===== src/rtl/bmpd_pkg.sv =====
`timescale 1ns / 1ps

package bmpd_pkg;

   typedef enum logic [1:0] {
      ACT_MEM_ACCESS = 2'd0,
      ACT_PORT_READ  = 2'd1,
      ACT_PORT_WRITE = 2'd2,
      ACT_TICK       = 2'd3
   } action_type;

   localparam int unsigned FRAME_WIDTH = 17;
   localparam int unsigned KEY_ROWS    = 8;
   localparam int unsigned KEY_COLS    = 5;

   localparam logic [FRAME_WIDTH-1:0] FRAME_LENGTH_RESET = 17'd70908;

   localparam logic [1:0] SLOT_ROM    = 2'd0;
   localparam logic [1:0] SLOT_LOW    = 2'd1;
   localparam logic [1:0] SLOT_MID    = 2'd2;
   localparam logic [2:0] BANK_SLOT_1 = 3'd5;
   localparam logic [2:0] BANK_SLOT_2 = 3'd2;

   localparam logic [1:0] SND_SELECT_CODE = 2'b11;
   localparam logic [1:0] SND_WRITE_CODE  = 2'b10;
   localparam logic [7:0] KNOB_PORT       = 8'h5F;
   localparam logic [7:0] READ_IDLE       = 8'hFF;

   typedef struct packed {
      action_type               action;
      logic [15:0]              address;
      logic [7:0]               write_data;
      logic [KEY_ROWS*KEY_COLS-1:0] key_rows;
      logic                     ear_in;
      logic [7:0]               joystick;
      logic [7:0]               knob_value;
      logic [7:0]               sound_read_data;
      logic [7:0]               tstates;
   } req_type;

   typedef struct packed {
      logic [7:0]  read_data;
      logic        mem_is_rom;
      logic [2:0]  mem_bank;
      logic [13:0] mem_offset;
      logic        mem_writable;
      logic [2:0]  border_colour;
      logic        mic_out;
      logic        beeper_out;
      logic        shadow_screen;
      logic [3:0]  sound_register;
      logic        sound_write;
      logic        frame_interrupt;
   } rsp_type;

endpackage


===== src/rtl/bmpd_read_mux.sv =====
`timescale 1ns / 1ps

module bmpd_read_mux
   import bmpd_pkg::*;
(
   input  req_type    req,
   output logic [7:0] read_data
);

   logic [KEY_COLS-1:0] keys;

   always_comb begin
      keys = '1;
      for (int r = 0; r < KEY_ROWS; r++) begin
         if (!req.address[8 + r]) begin
            keys = keys & req.key_rows[KEY_COLS*r +: KEY_COLS];
         end
      end
   end

   always_comb begin
      if (!req.address[0]) begin
         read_data = {1'b1, req.ear_in, 1'b1, keys};
      end else if (req.address[15:14] == SND_SELECT_CODE) begin
         read_data = req.sound_read_data;
      end else if (req.address[7:0] == KNOB_PORT) begin
         read_data = req.knob_value;
      end else if (!req.address[5]) begin
         read_data = req.joystick;
      end else begin
         read_data = READ_IDLE;
      end
   end

endmodule


===== src/rtl/bmpd_core.sv =====
`timescale 1ns / 1ps

module bmpd_core
   import bmpd_pkg::*;
(
   input  logic                   clock,
   input  logic                   reset,
   input  logic                   advance,
   input  req_type                req,
   input  logic                   csr_write_en,
   input  logic [FRAME_WIDTH-1:0] csr_write_data,
   output rsp_type                result
);

   logic [FRAME_WIDTH-1:0] frame_length_ff;
   logic [5:0]             paging_latch_ff, paging_latch_in;
   logic                   paging_locked_ff, paging_locked_in;
   logic [2:0]             border_ff, border_in;
   logic                   mic_ff, mic_in;
   logic                   beeper_ff, beeper_in;
   logic [3:0]             sound_select_ff, sound_select_in;
   logic [FRAME_WIDTH-1:0] frame_count_ff, frame_count_in;

   logic [7:0]           port_data;
   logic [FRAME_WIDTH:0] sum;
   logic [FRAME_WIDTH:0] diff;
   logic                 wrap;

   bmpd_read_mux u_read_mux (
      .req       (req),
      .read_data (port_data)
   );

   assign sum  = {1'b0, frame_count_ff} + {{(FRAME_WIDTH - 7){1'b0}}, req.tstates};
   assign diff = sum - {1'b0, frame_length_ff};
   assign wrap = (sum >= {1'b0, frame_length_ff});

   always_comb begin
      paging_latch_in  = paging_latch_ff;
      paging_locked_in = paging_locked_ff;
      border_in        = border_ff;
      mic_in           = mic_ff;
      beeper_in        = beeper_ff;
      sound_select_in  = sound_select_ff;
      frame_count_in   = frame_count_ff;
      result           = '0;

      unique case (req.action)
         ACT_MEM_ACCESS: begin
            result.mem_offset = req.address[13:0];
            case (req.address[15:14])
               SLOT_ROM: begin
                  result.mem_is_rom = 1'b1;
                  result.mem_bank   = {2'b00, paging_latch_ff[4]};
               end
               SLOT_LOW: begin
                  result.mem_writable = 1'b1;
                  result.mem_bank     = BANK_SLOT_1;
               end
               SLOT_MID: begin
                  result.mem_writable = 1'b1;
                  result.mem_bank     = BANK_SLOT_2;
               end
               default: begin
                  result.mem_writable = 1'b1;
                  result.mem_bank     = paging_latch_ff[2:0];
               end
            endcase
         end
         ACT_PORT_READ: begin
            result.read_data = port_data;
         end
         ACT_PORT_WRITE: begin
            if (!req.address[0]) begin
               border_in = req.write_data[2:0];
               mic_in    = req.write_data[3];
               beeper_in = req.write_data[4];
            end
            if (!req.address[15] && !req.address[1] && !paging_locked_ff) begin
               paging_latch_in  = req.write_data[5:0];
               paging_locked_in = req.write_data[5];
            end
            if (req.address[15:14] == SND_SELECT_CODE) begin
               sound_select_in = req.write_data[3:0];
            end else if (req.address[15:14] == SND_WRITE_CODE) begin
               result.sound_write = 1'b1;
            end
         end
         ACT_TICK: begin
            result.frame_interrupt = wrap;
            frame_count_in = wrap ? diff[FRAME_WIDTH-1:0] : sum[FRAME_WIDTH-1:0];
         end
         default: begin
         end
      endcase

      result.border_colour  = border_in;
      result.mic_out        = mic_in;
      result.beeper_out     = beeper_in;
      result.shadow_screen  = paging_latch_in[3];
      result.sound_register = sound_select_in;
   end

   always_ff @(posedge clock) begin
      if (reset) begin
         frame_length_ff  <= FRAME_LENGTH_RESET;
         paging_latch_ff  <= '0;
         paging_locked_ff <= 1'b0;
         border_ff        <= '0;
         mic_ff           <= 1'b0;
         beeper_ff        <= 1'b0;
         sound_select_ff  <= '0;
         frame_count_ff   <= '0;
      end else begin
         if (csr_write_en) begin
            frame_length_ff <= csr_write_data;
         end
         if (advance) begin
            paging_latch_ff  <= paging_latch_in;
            paging_locked_ff <= paging_locked_in;
            border_ff        <= border_in;
            mic_ff           <= mic_in;
            beeper_ff        <= beeper_in;
            sound_select_ff  <= sound_select_in;
            frame_count_ff   <= frame_count_in;
         end
      end
   end

endmodule


===== src/rtl/banked_memory_and_port_decoder_top.sv =====
`timescale 1ns / 1ps
// Banked memory mapper and I/O port decoder for a 128K home computer bus.
// Request channel (req_valid / req_stall / req_payload): one transaction per
// memory access, port read, port write or frame tick, chosen by action.
// Response channel (rsp_valid / rsp_stall / rsp_payload): exactly one
// transaction per request, in order: bank mapping, port read data, current
// border/MIC/beeper, shadow screen, sound register select and the sound
// write and frame interrupt pulses.
// A taken request is held in the input register, then decoded and applied to
// the paging/port/frame state as its response enters the response register.
// Throughput is one transaction per cycle while rsp_stall is low, set by the
// single decode stage between the input and response registers.
// csr_write_en / csr_write_data load the frame length in T-states; write it
// only while no transaction is in flight.
// Reset (synchronous) empties both registers, clears the paging latch and
// its lock, border, MIC, beeper, sound select and frame counter, and sets
// the frame length to 70908. While rsp_stall is high the response holds;
// one more request is taken into the input register, then req_stall rises.

module banked_memory_and_port_decoder_top
   import bmpd_pkg::*;
(
   input  logic                   clock,
   input  logic                   reset,
   input  logic                   req_valid,
   output logic                   req_stall,
   input  req_type                req_payload,
   output logic                   rsp_valid,
   input  logic                   rsp_stall,
   output rsp_type                rsp_payload,
   input  logic                   csr_write_en,
   input  logic [FRAME_WIDTH-1:0] csr_write_data
);

   logic    in_valid_ff, in_valid_in;
   req_type in_data_ff;
   logic    rsp_valid_ff, rsp_valid_in;
   rsp_type rsp_data_ff;
   rsp_type result;
   logic    out_free;
   logic    advance;
   logic    accept;

   assign out_free  = !rsp_valid_ff || !rsp_stall;
   assign advance   = in_valid_ff && out_free;
   assign req_stall = in_valid_ff && !out_free;
   assign accept    = req_valid && !req_stall;

   assign in_valid_in  = accept || (in_valid_ff && !advance);
   assign rsp_valid_in = advance || (rsp_valid_ff && rsp_stall);

   bmpd_core u_core (
      .clock          (clock),
      .reset          (reset),
      .advance        (advance),
      .req            (in_data_ff),
      .csr_write_en   (csr_write_en),
      .csr_write_data (csr_write_data),
      .result         (result)
   );

   always_ff @(posedge clock) begin
      if (reset) begin
         in_valid_ff  <= 1'b0;
         rsp_valid_ff <= 1'b0;
      end else begin
         in_valid_ff  <= in_valid_in;
         rsp_valid_ff <= rsp_valid_in;
      end
   end

   always_ff @(posedge clock) begin
      if (accept) begin
         in_data_ff <= req_payload;
      end
      if (advance) begin
         rsp_data_ff <= result;
      end
   end

   assign rsp_valid   = rsp_valid_ff;
   assign rsp_payload = rsp_data_ff;

endmodule


===== config.mk =====
export PLATFORM = sky130hd
export DESIGN_NAME = banked_memory_and_port_decoder_top
export DESIGN_NICKNAME = d
export VERILOG_FILES = /design/src/rtl/bmpd_pkg.sv /design/src/rtl/bmpd_read_mux.sv /design/src/rtl/bmpd_core.sv /design/src/rtl/banked_memory_and_port_decoder_top.sv
export SDC_FILE = /design/constraint.sdc
export NUM_CORES = 1
export LEC_CHECK = 0
export BUFFER_PORTS_ARGS = -buffer_cell sky130_fd_sc_hd__buf_2
export CORE_MARGIN = 3
export CORE_UTILIZATION = 55
export DETAILED_ROUTE_END_ITERATION = 8
export PLACE_DENSITY = 0.81
export SYNTH_ARGS = -nofsm -noshare
export SYNTH_HDL_FRONTEND = slang
export SYNTH_SLANG_ARGS = --single-unit

===== constraint.sdc =====
create_clock -name clock -period 18.8 [get_ports clock]
set_input_delay 2.82 -clock clock [delete_from_list [all_inputs] [get_ports clock]]
set_output_delay 2.82 -clock clock [all_outputs]
set_load 0.01 [all_outputs]

==> results of run 1 <==
metrics by stage:
step,std cells,total power [W],setup slack [ns]
global route,1049,0.000965,12.62
detailed placement,1018,0.000586,12.64
CTS,1049,0.000931,12.63
finish,1050,0.000928,12.64
floorplan,700,0.000553,10.92
global placement,1018,0.000584,12.65
synthesized netlist by cell type, types with 7 or more instances:
cell type	n
a21boi_0	7
a21o_1	7
a21oi_1	46
and2_1	19
and3_1	8
clkbuf_1	21
dfxtp_1	51
edfxtp_1	136
ha_1	25
inv_1	30
mux2_2	11
mux2i_1	30
nand2_1	30
nand3_1	13
nor2_1	74
nor3_1	10
o211ai_1	10
o21ai_0	38
o22ai_1	21
xnor2_1	18
final timing paths:
kind / cells past startpoint / to / startpoint
worst max-delay path: 3 / req_stall / rsp_stall
worst min-delay path: 2 / u_core.frame_length_ff[3]$_SDFFE_PP1P_ / u_core.frame_length_ff[3]$_SDFFE_PP1P_
worst max register to register: 15 / rsp_payload[0]$_SDFFCE_PN0P_ / u_core.frame_count_ff[0]$_SDFFE_PP0P_
worst min register to register: 2 / u_core.frame_length_ff[3]$_SDFFE_PP1P_ / u_core.frame_length_ff[3]$_SDFFE_PP1P_
kinds of logic (layout without fill, tap and decap cells):
kind of cell    count (synthesis)  in the layout  synth area share, %
simple gates                  199            199                 11.9
other cells                     0              1                    0
compound gates                168            168                 13.0
buf+inv                        58            223                 2.88
fa+ha+maj                      27             27                 4.21
mux                            41             41                 5.06
xor+xnor                       20             20                 2.09
flops                         187            187                 60.9
power by group:
part	internal, W	switching, W	total, W
clock	0.000188	0.000161	0.000349
combinational	0.0000450	0.0000573	0.000102
sequential	0.000465	0.0000113	0.000476
total	0.000698	0.000230	0.000928
critical path, delay by kind of cell:
kind	cells	cell delay (ns)
buffers and inverters	2	0.28
and+or+nand+nor	1	0.24
layout by cell type (no fill, tap or decap), types with 7 or more instances in the layout:
cell type,Yosys,layout
nor3_1,10,10
a21o_1,7,7
ha_1,25,25
nand3_1,13,13
xnor2_1,18,18
and3_1,8,8
clkbuf_16,0,17
nand2_1,30,30
o21ai_0,38,38
inv_1,30,30
nor2_1,74,74
o22ai_1,21,21
buf_2,1,159
mux2i_1,30,30
a21oi_1,46,46
o211ai_1,10,10
mux2_2,11,11
and2_1,19,19
edfxtp_1,136,136
dfxtp_1,51,51
registers in the layout, indices dropped and copies added (netlist names):
signal,count
in_data_ff,97
u_core.beeper_ff,1
u_core.border_ff,3
u_core.paging_latch_ff,5
u_core.frame_count_ff,17
u_core.frame_length_ff,17
u_core.mic_ff,1
rsp_valid,1
u_core.sound_select_ff,4
in_valid_ff,1
rsp_payload,39
u_core.paging_locked_ff,1
cell type report:
type	count	area [um2]	area share, %
clock buffers	18	429	4.33
diodes	1	2.50	0.0253
clock inverters	13	150	1.52
multi-input cells	455	3060	30.9
inverters	30	113	1.14
flip-flops and latches	187	5100	51.5
well taps	184	230	2.32
repair buffers	162	818	8.26
per-layer routing:
layer | wire length [um] | global-route usage, % | share of wire, %
met4 | 256 | 6.60 | 1.4
met1 | 7630 | 28.5 | 42
met5 | 0 | 0 | 0
met3 | 1240 | 6.22 | 6.8
met2 | 8920 | 36.5 | 49
==> impl_metrics.ini, run 1 <==
[drt]
drtIter0Drc = 468
routed_wl_um = 18000
drt_first_pass_iters = 6
routedWlPerCell_um = 17.2
drc = 0
vias = 5901
ant_nets = 0
via_per_inst = 5.62

[layout]
area_delta_synth_final_pct = 18.1
n_fill_cell = 1074
fin_util_pct = 67.4
fin_area_um2 = 9910
nets = 1001
final_layout_size_suffix_gt1_share_pct = 25.5

[critical_path]
crit_chain = buf_2 > and3_1 > buf_2
start_kind = input pin
critPathKind = input pin to output pin
cpMostUsedCell = buf_2
rrSetupSlack_ns = 13.97
cpPeakStageDelay_ns = 0.24
cp_max_fo = 3
cp.arrival_ns = 3.34
critPathCaptureType = output pin
worstPathRequired_ns = 15.98
crit_slowest_cell = and3_1

[clock_network]
clkTransAtPathRegs_ns = 0.07
h-tree-depth = 4
clock-sinks = 187
numCtsBuffers = 17
cts-root-buf = clkbuf_16
post_cts_buffers = 0
cts_tree = yes
cts-hold-fix-buffers = 0
cts_buffer_depth = 2
insertion_delay_ns = 0.43
cts_resized = 0

[sta]
fin_crit_sh_pct = 32.8
tns_ns = 0
relSlewSlack_pct = 30.7
slew_violations = 0
finalCriticalPeriod_ns = 6.16
whs_ns = 0.490
fin_skew_ns = 0.0126
rsz0062_at_grt = no
hold_violations = 0
tightest_slew_ns = 1.04
fmax_mhz = 162
setup-violations-final = 0

[status]
status = finished, final reports clean

[synth]
synth_edf_count = 136
synth_area_um2 = 8390
ys_types = 68
synth_fp_nets = 848
async_flop_share_pct = 0
synth_area_leaders = edfxtp_1, dfxtp_1, ha_1
ys_ff_latch = 187
synth.largest_area_cell = edfxtp_1
ys.flop_type = edfxtp_1
yosys.area.top_type_share_pct = 48.7
synth_area_per_cell_um2 = 12.0
ys_seq_area_share_pct = 60.9
syn_inst = 700
synth-warning-count = 0

[die]
io_pins = 162
die_x_um = 129
start_util_pct = 57.1
core_area_um2 = 14700
fp.dieH_um = 129
die_area_um2 = 16800
num_rows = 44

[global_route]
grt_pass1_vias = 5813
grt_pass1_wl_um = 28500
grtUsageTotal_pct = 22.0
overflow = 0
grt_start_max_net_pins = 82
antenna_found_initial = 0

[power_and_ir_drop]
p_per_area_nw_per_um2 = 93.6
p_leak_nw = 4.01
vdd_drop_max_mv = 0.0779

[place]
gp_congestion = 0.920
dp_hpwl_um = 12800
io_buffers = 159
placed_cell_area_um2 = 9330

[run]
cap_violations = 0

[hold_path]
min_path_type = register to register
No activity file was read; power rests on OpenSTA's default activity.
==> inputs of run 2 (changes only) <==
Settings changed: CORE_UTILIZATION 55 to 50, PLACE_DENSITY 0.81 to 0.78.
Clock period 18.8 ns to 5.1 ns, I/O delays scaled along.
==> impl_metrics.ini, run 2 (same netlist as run 1, synthesis figures left out) <==
[status]
status = finished, final reports clean

[place]
gp_congestion = 0.904
dp_hpwl_um = 13200
io_buffers = 159
post-place-ws_ns = 0.531
placed_cell_area_um2 = 9380

[drt]
drc = 0
drtIter0Drc = 319
drt_first_pass_iters = 5
routed_wl_um = 18500
via_per_inst = 5.48
ant_nets = 0
vias = 5943
routedWlPerCell_um = 17.0

[global_route]
antenna_found_initial = 2
grt_start_max_net_pins = 52
grt_pass1_wl_um = 28900
grtUsageTotal_pct = 20.5
grt_pass1_vias = 5706
overflow = 0

[die]
die_area_um2 = 18400
io_pins = 162
fp.dieH_um = 136
num_rows = 46
start_util_pct = 51.9
core_area_um2 = 16200
die_x_um = 136

[sta]
fin_ws_ns = 0.409
tightest_slew_ns = 0.990
slew_violations = 0
relSlewSlack_pct = 33.8
rsz0062_at_grt = no
finalCriticalPeriod_ns = 4.69
fin_skew_ns = 0.0101
setup-violations-final = 0
fmax_mhz = 213
tns_ns = 0
fin_crit_sh_pct = 92.0
hold_violations = 0

[critical_path]
r2r_cells = 15
critPathCaptureType = register
start_kind = register
critPathKind = register to register
crit_chain = ha_1 > a211oi_1 > o21ai_1 > a21oi_1 > o22a_1 > nor3_1 > or2_2 > ha_1 > and4_1 > nand3_1 > a221o_1 > nand4_2 > or2_1 > mux2i_1 > a21oi_1
worstPathRequired_ns = 5.38
crit_slowest_cell = or2_1
cpPeakStageDelay_ns = 0.60
cp.arrival_ns = 4.97
cp_max_fo = 15

[clock_network]
cts_buffer_depth = 2
cts_tree = yes
post_cts_buffers = 0
clkTransAtPathRegs_ns = 0.08
h-tree-depth = 4
clock-sinks = 187
insertion_delay_ns = 0.44
cts_resized = 0
cts-hold-fix-buffers = 0
cts-root-buf = clkbuf_16
numCtsBuffers = 17

[hold_path]
min_path_type = input pin to register
holdPathStages = 1

[layout]
area_delta_synth_final_pct = 19.4
seq_area_um2 = 5100
final_common_cell = buf_2
final_cell_mix = buf_2, edfxtp_1, nor2_1
multiInputGateArea_um2 = 3060
insertedDiodeCount = 0
fin_area_um2 = 10000
n_fill_cell = 1254
nets = 1003
top_register = in_data_ff
final_layout_size_suffix_gt1_share_pct = 25.9
largest_reg_flops = 97

[power_and_ir_drop]
p_per_area_nw_per_um2 = 349
power_w = 0.00349
p_leak_nw = 4.05
vdd_drop_max_mv = 0.244

[run]
cap_violations = 0
[run 2: layout make-up]
| class | instances | area share (%) |
|---|---|---|
| tap | 216 | 2.70 |
| inverter | 30 | 1.12 |
| clock inverter | 15 | 2.09 |
| multi-input combinational | 455 | 30.6 |
| clock buffer | 17 | 4.25 |
| sequential | 187 | 51.0 |
| timing repair buffer | 164 | 8.32 |
[run 2: path summary, 6_finish.rpt]
path	startpoint	to	slack, ns
max reg2reg	in_data_ff[1]$_DFFE_PP_	u_core.frame_count_ff[12]$_SDFFE_PP0P_	0.41
min	req_payload[27]	in_data_ff[27]$_DFFE_PP_	0.49
min reg2reg	u_core.frame_length_ff[5]$_SDFFE_PP1P_	u_core.frame_length_ff[5]$_SDFFE_PP1P_	0.49
max	in_data_ff[1]$_DFFE_PP_	u_core.frame_count_ff[12]$_SDFFE_PP0P_	0.41
[run 2: per-stage QoR]
stage	utilization (%)	hold slack, ns	instances
4_1_cts	61.9	0.478	1084
3_5_place_dp	58.0	0.476	1052
5_1_grt	61.9	0.470	1084
6_report	61.9	0.489	1084
3_3_place_gp	58.0	0.452	1052
2_1_floorplan	-	0.437	700
[run 2: where the power goes]
group          switching, W  total (W)  internal (W)
Clock              0.000677    0.00136      0.000679
Combinational      0.000215   0.000381      0.000166
Sequential        0.0000417    0.00175       0.00171
Total              0.000934    0.00349       0.00256
[run 2: per-layer routing]
layer	vias to the layer above	GRT usage, %	wire length, um
met2	203	32.1	8660
met1	2785	27.3	8090
met4	4	7.39	429
li1	2910	-	-
met3	41	6.13	1260
met5	-	0	14
[run 2: critical path, delay by kind of cell, from the launching register on]
kind	cells	cell delay [ns]
AO/OA/AOI/OAI	6	1.65
multiplexers	1	0.26
flip-flops	1	0.39
AND/OR/NAND/NOR	6	1.51
adder cells (fa/ha/maj)	2	0.74
==> inputs of run 3 (changes only) <==
Settings changed: ABC_AREA from default to 1, CAP_MARGIN from default to 25, CORE_UTILIZATION 50 to 51, PLACE_DENSITY 0.78 to 0.82.
==> impl_metrics.ini, run 3 <==
[sta]
rsz0062_at_grt = no
setup-violations-final = 0
relSlewSlack_pct = 37.5
fin_crit_sh_pct = 72.7
tns_ns = 0
fmax_mhz = 270
fin_skew_ns = 0.00927
slew_violations = 0
tightest_slew_ns = 0.938
hold_violations = 0
finalCriticalPeriod_ns = 3.71

[drt]
routed_wl_um = 20100
routedWlPerCell_um = 15.5
drc = 0
drtIter0Drc = 474
vias = 6736
via_per_inst = 5.21
drt_first_pass_iters = 6
ant_nets = 0

[clock_network]
cts-hold-fix-buffers = 0
cts-root-buf = clkbuf_16
insertion_delay_ns = 0.43
h-tree-depth = 4
clock-sinks = 187
post_cts_buffers = 0
clkTransAtPathRegs_ns = 0.07
cts_buffer_depth = 2
cts_resized = 0
numCtsBuffers = 17
cts_tree = yes

[synth]
async_flop_share_pct = 0
synth_mux_area_share_pct = 0
synth_area_leaders = edfxtp_1, dfxtp_1, nand2_1
synth_area_per_cell_um2 = 9.81
synthAdderAreaFrac_pct = 3.99
synth_fp_nets = 1048
synth_commonest_cells = nand2_1, edfxtp_1, inv_1
synth_edf_count = 136
ys_ff_latch = 187
synth.largest_area_cell = edfxtp_1
syn_inst = 900
synth-warning-count = 0
yosys.area.top_type_share_pct = 46.2
synth_area_um2 = 8830
ys_seq_area_share_pct = 57.8
ys.flop_type = edfxtp_1
synth_xor_area_share_pct = 1.69
yosysMostFrequentCell = nand2_1
ys_types = 44
synth-simple-area-share_pct = 18.4
synth_compound_area_share_pct = 10.6
synth_top_family_by_area = simple AND/OR/NAND/NOR gates

[power_and_ir_drop]
p_leak_nw = 4.72
switchingPower_w = 0.000871
p_per_area_nw_per_um2 = 324
power_frac_comb_pct = 10.2
clockPowerShare_pct = 37.8
p_int_w = 0.00249
power_frac_seq_pct = 52.0
swShare_pct = 25.9
vdd_drop_max_mv = 0.232

[critical_path]
critPathCaptureType = register
worstPathRequired_ns = 5.29
cp.depth = 22
cpPeakStageDelay_ns = 0.40
crit_chain = ha_1 > inv_1 > fa_1 > inv_1 > nand3_1 > nand2_1 > nand4_1 > nand2_1 > xor2_1 > inv_1 > ha_1 > nand2_1 > inv_1 > nand2_1 > nand2_1 > a21oi_1 > nand2_2 > nand2_2 > nand2_2 > nand2_8 > nand2_8 > and3_2
critPathKind = register to register
cpMostUsedCell = nand2_1
rrSetupSlack_ns = 1.39
path_delay_family = simple AND/OR/NAND/NOR gates
cp.arrival_ns = 3.90
cp_max_fo = 18
r2r_cells = 22
path_buf_inv = 4
start_kind = register
crit_slowest_cell = fa_1

[die]
num_rows = 47
start_util_pct = 52.7
io_pins = 162
die_area_um2 = 18900
die_x_um = 138
core_area_um2 = 16800
fp.dieH_um = 138

[layout]
nets = 1208
final_cells = 1293
final_cell_mix = nand2_1, buf_2, edfxtp_1
fin_util_pct = 61.9
fin_area_um2 = 10400
final_layout_size_suffix_gt1_share_pct = 22.9
area_delta_synth_final_pct = 17.5
top_register = in_data_ff
insertedDiodeCount = 0
largest_reg_flops = 97
final_common_cell = nand2_1
n_fill_cell = 1318

[global_route]
grt_use_met2_pct = 36.0
grt_pass1_vias = 6381
met3_usage_pct = 6.25
antenna_found_initial = 2
grt_start_max_net_pins = 47
grt_pass1_wl_um = 31500
grt-busiest-layer = met2
overflow = 0
grtUsageTotal_pct = 22.2
grt_use_met1_pct = 28.2

[place]
dp_hpwl_um = 14900
io_buffers = 159
gp_congestion = 0.917
placed_cell_area_um2 = 9800
dp_cells = 1261

[run]
cap_violations = 0

[hold_path]
min_path_type = register to register
holdPathStages = 2

[status]
status = finished, final reports clean
-- run 3: logic make-up (layout without fill, tap and decap cells) --
family          after synthesis  after routing
fa+ha+maj                    27             27
xor+xnor                     17             17
simple gates                340            340
compound gates              167            167
flops                       187            187
buf+inv                     162            335
-- run 3: tightest hold or removal path: stages, from the launching register on --
cell     delay, ns
dfxtp_1       0.30
inv_1         0.06
a21oi_1       0.06
-- run 3: power by group through the flow --
stage               clock, W  sequential [W]  combinational, W
finish               0.00127         0.00175          0.000344
global route         0.00136         0.00176          0.000388
CTS                  0.00129         0.00175          0.000344
detailed placement         0         0.00179          0.000341
global placement           0         0.00178          0.000333
floorplan                  0         0.00178          0.000216
-- run 3: final timing paths --
kind,startpoint,to
min reg2reg,u_core.paging_locked_ff$_SDFFE_PP0P_,u_core.paging_locked_ff$_SDFFE_PP0P_
max,u_core.frame_count_ff[0]$_SDFFE_PP0P_,rsp_payload[0]$_SDFFCE_PN0P_
min,u_core.paging_locked_ff$_SDFFE_PP0P_,u_core.paging_locked_ff$_SDFFE_PP0P_
max reg2reg,u_core.frame_count_ff[0]$_SDFFE_PP0P_,rsp_payload[0]$_SDFFCE_PN0P_
-- run 3: layer usage --
metal	vias up	part of all wire [%]
li1	3363	-
met5	-	0.10
met4	4	2.8
met2	279	48
met1	3049	41
met3	41	8.5
-- run 3: area by class of cell --
class / count / area, um2 / area share [%]
clock buffers: 17 / 425 / 4.10
clock inverters: 15 / 150 / 1.45
inverters: 140 / 527 / 5.08
multi-input cells: 551 / 3070 / 29.6
flip-flops and latches: 187 / 5100 / 49.2
well taps: 220 / 275 / 2.65
repair buffers: 163 / 826 / 7.96
-- run 3: per-stage QoR --
step | setup WS [ns] | hold slack, ns | power (W)
after floorplan | 1.71 | 0.430 | 0.00200
after global placement | 1.48 | 0.454 | 0.00212
after detailed placement | 1.45 | 0.462 | 0.00213
after CTS | 1.42 | 0.472 | 0.00338
after global routing | 1.05 | 0.477 | 0.00351
final | 1.39 | 0.471 | 0.00337
